==> src/hw/rtl/word_frequency_counter_assert.svh <==
// assertion helpers for the word frequency counter
`ifndef WORD_FREQUENCY_COUNTER_ASSERT_SVH
`define WORD_FREQUENCY_COUNTER_ASSERT_SVH

// condition holds at every edge out of reset
`define WFC_ASSERT_ALWAYS(lbl, expr, msg) \
  lbl: assert property (@(posedge clk) disable iff (!rst_n) (expr)) else $error(msg);

// condition in the cycle after a trigger
`define WFC_ASSERT_NEXT(lbl, ante, cons, msg) \
  lbl: assert property (@(posedge clk) disable iff (!rst_n) (ante) |=> (cons)) else $error(msg);

`endif

==> src/hw/rtl/wfc_ram.sv <==
`default_nettype none
module wfc_ram #(
  parameter int WIDTH = 8,
  parameter int DEPTH = 16
) (
  input  logic                     clk,
  input  logic                     we,
  input  logic [$clog2(DEPTH)-1:0] waddr,
  input  logic [WIDTH-1:0]         wdata,
  input  logic [$clog2(DEPTH)-1:0] raddr,
  output logic [WIDTH-1:0]         rdata
);

  logic [WIDTH-1:0] mem [DEPTH];

  // one write port, registered read port
  always_ff @(posedge clk) begin
    if (we) begin
      mem[waddr] <= wdata;
    end
    rdata <= mem[raddr];
  end

endmodule
`default_nettype wire

==> config.mk <==
export PLATFORM = sky130hd
export DESIGN_NAME = wfc_ram
export DESIGN_NICKNAME = d
export VERILOG_FILES = /design/src/hw/rtl/word_frequency_counter_assert.svh /design/src/hw/rtl/wfc_ram.sv
export SDC_FILE = /design/constraint.sdc
export NUM_CORES = 1
export LEC_CHECK = 0
export BUFFER_PORTS_ARGS = -buffer_cell sky130_fd_sc_hd__clkbuf_2
export CAP_MARGIN = 15
export CELL_PAD_IN_SITES_DETAIL_PLACEMENT = 1
export CELL_PAD_IN_SITES_GLOBAL_PLACEMENT = 2
export CORE_UTILIZATION = 52
export DETAILED_ROUTE_END_ITERATION = 6
export GPL_ROUTABILITY_DRIVEN = 0
export PLACE_DENSITY = 0.9
export REMOVE_ABC_BUFFERS = 1
export SYNTH_ARGS = -nofsm -noshare
export SYNTH_HDL_FRONTEND = slang
export SYNTH_SLANG_ARGS = --single-unit
==> constraint.sdc <==
create_clock -name clk -period 2.7 [get_ports clk]
set_clock_uncertainty 0.05 [all_clocks]
set_input_delay 0.135 -clock clk [delete_from_list [all_inputs] [get_ports clk]]
set_output_delay 0.135 -clock clk [all_outputs]
set_load 0.03 [all_outputs]
# == Yosys cells after proc, flatten, opt, wreduce, memory -nomap -nowiden ==
# Memories as Yosys holds them, arrays and structs flattened. A register that Yosys moved wholly into a read port is not among the register bits.
# Index checks and enable logic that the tools add are counted.
# word_totals
regBits,0
ram_bits,128
input_bits,18
out_inout_bits,8
wordCells,3
memories,1
# op_classes
muxes,2
# mem_list
name,depth,word_bits,read_ports,rd_clocked_by_memory_dff,write_ports,line,text
mem,16,8,1,1,1,wfc_ram.sv:14,logic [WIDTH-1:0] mem [DEPTH];
# op_table
cell,n
$mux 1,2

# == Longest topological paths before layout ==
# depth
depth_word,2
depth_mapped,5
mapped_depth_nobuf,3

# == Worst setup path before layout ==
# OpenSTA, ideal clock, no wires.
# synth_path
path_type,in2reg
start,input waddr[2]
end,"memory mem[0][0], enable pin"
setup_time_ns,0.383
t_arrival_ns,1.245
t_required_ns,2.267
setup_slack_ns,1.022
stages,2
n_path_buf,0
path_cell_list,or3b_2 nor3_1
# synth_rtl
item,line,text
"start, declared",wfc_ram.sv:8,"input logic [$clog2(DEPTH)-1:0] waddr,"
"end, declared",wfc_ram.sv:14,
# Straight into the memory's write port.

==> out/results.tsv <==
metric	value	unit
main combinational cell family by area after synthesis	multiplexers	
max cap viols	0	
adder-cell area share of the yosys netlist	0	
crit path capture	rdata[3]$_DFF_P_	
synth top area cells	edfxtp_1, mux4_2, mux4_1	
nets	294	
CP Launch Point	mem[1][3]$_DFFE_PP_	
Starting Density	0.547	
CP Buf/Inv Count	0	
Cell variety after synth	19	
YS warnings	0	
Post-synth top flop	edfxtp_1	
Mapped Cells	229	
pin count of the biggest net entering global routing	26	
delay-heaviest family, CP	multiplexers	
Iter 0 DRT Violations	107	
Max VDD drop	0.449	mV
multiplexer share of the synthesized area	0.150	
CORE AREA	0.00942	mm²
Ant. Diodes	0	
H-tree depth	4	
Root Buffer	clkbuf_8	
residual DRC count	0	
synth cell count leaders	edfxtp_1, mux4_2, a22oi_1	
Hold Vio Cnt, Final	0	
CTS Buf Count	17	
CTS tree	built	
Rel. slew slack	0.369	
CTS Buffer Depth	2	
Non-Filler Instances	418	
CP Cell Sequence	mux4_1 > a22oi_1 > nand2_1	
Power Dens Cells	805	mW/mm²
Final Core Density	0.640	
Worst setup EP type	flop	
Startpoint Class	flop	
DIE AREA	0.0103	mm²
Tmin final	1.53	ns
Num Clock Sinks	136	
Post-synth EDFFs	128	
critical path's slowest cell	mux4_1	
pre-CTS WS	0.761	ns
worst reg2reg path depth	3	
number of I/O port buffers	25	
synth-to-layout area growth	17.1	%
Mapped Area	0.00515	mm²
reg2reg setup slack	1.17	ns
Die W	101	µm
RR Endpoint	rdata[3]$_DFF_P_	
cell with the most instances after synthesis	edfxtp_1	
compound-gate portion of the synthesized area	0.0233	
RSZ-0062 raised after global routing	no	
global-route wire length before repair	15600	µm
final WL	10300	µm
reg-to-reg startpoint	mem[1][3]$_DFFE_PP_	
dpl cells	384	
global route overflow	0	
CP Max Fanout	1	
worst hold margin	0.0150	ns
post-DP HPWL	6580	µm
Pre-antenna DRT Iters	4	
Synth Register Bits	136	
clk_lat worst skew	0.52	ns
layout cells sized above 1	0.287	
initial antenna violation count	0	
Worst Max-Slew Pin Slew	0.944	ns
I/O Pins	26	
Synth Area per Inst	22.5	µm²
gr usage total	0.227	
leading area contributor after synthesis	edfxtp_1	
outcome	complete, no violations	
instance count on the critical path	3	
vias after detailed routing	2433	
Setup TNS	0	ns
Peak Freq	0.655	GHz
worst hold start	wdata[3]	
Row Count	35	
post-route ant nets	0	
sequential-to-total area share from yosys stat	0.778	
worst hold path class	in -> reg	
Crit path largest cell delay	0.53	ns
CP arrival	1.85	ns
leak pwr	2.04	nW
vias per std cell	5.82	
XOR/XNOR Fraction of Synth Area	0	
Max Slew Vio Count	0	
CTS resizes	0	
final worst path period share	0.566	
Synth Area in Simple Gates	0.0318	
Final setup viols	0	
vias in the first global route	2593	
Final WS setup	1.17	ns
routed len/inst	24.7	µm
Worst Path Required	3.03	ns
Clock transition at path regs	0.06	ns
Yosys top cell area share	0.747	
Die Y	101	µm
ys async rst share	0	
Critical Setup Path Class	reg -> reg	
[routing by layer]
layer	up-vias	wire [µm]	GRT usage
li1	1069	-	-
met1	1276	4400	0.304
met2	74	5360	0.366
met3	14	431	0.0587
met4	0	131	0.0769
met5	-	0	0
[stage by stage]
step / cell area [µm²] / power (mW)
final: 6030 / 4.85
after global routing: 6030 / 4.98
after CTS: 6030 / 4.88
after detailed placement: 5430 / 2.66
after global placement: 5430 / 2.65
after floorplan: 5060 / 2.54
[worst reg2reg max path, stage by stage, from the launching register on]
cell	delay (ns)
edfxtp_1	0.37
mux4_1	0.53
a22oi_1	0.29
nand2_1	0.15
[how the worst min path moves through the flow]
stage                          end  slack (ns)  depth (start not counted)
2_1_floorplan  mem[0][0]$_DFFE_PP_        0.18                          0
3_3_place_gp   mem[5][3]$_DFFE_PP_        0.50                          1
3_5_place_dp              rdata[7]        0.53                          1
4_1_cts        mem[0][3]$_DFFE_PP_       0.007                          1
5_1_grt        mem[3][3]$_DFFE_PP_        0.02                          1
6_report       mem[1][3]$_DFFE_PP_        0.02                          1
[cells in the final DEF, fill, tap and decap left out, drive strengths merged, types with 2 or more instances in the layout]
cell / Yosys / routed
nor2: 13 / 13
nand2b: 2 / 2
nand2: 9 / 9
clkbuf: 0 / 44
dlygate4sd3: 0 / 2
a22oi: 16 / 16
nor3: 4 / 4
bufinv: 0 / 3
clkinvlp: 0 / 2
edfxtp: 128 / 128
mux4: 32 / 32
dfxtp: 8 / 8
nand3b: 2 / 2
clkinv: 0 / 7
buf: 7 / 11
[cells by family after synthesis]
| kind of cell | count (synthesis) |
|---|---|
| AND/OR/NAND/NOR | 35 |
| flip-flops | 136 |
| AO/OA/AOI/OAI | 16 |
| multiplexers | 32 |
| buffers and inverters | 10 |
[power breakdown]
group          internal [mW]  switching, mW
registers               2.36         0.0152
clock network           1.40          0.838
logic                 0.0910          0.149
total                   3.85           1.00
[timing repair]
action                     4_1_cts  5_1_grt
setup endpoints to repair        0        0
hold buffers                     2        0
setup buffers                    0        0
hold endpoints to repair        18        0
[area by class of cell]
class                      instances  area, µm²
clock inverter                    13        154
sequential                       136       4000
multi-input combinational         83       1060
tap                              129        161
clock buffer                      19        422
fill                             771       3390
timing repair buffer              38        228
[registers in the layout (all words and copies together) (netlist names)]
register	flops
mem	128
rdata	8
Power figures use the tool's default switching activity.
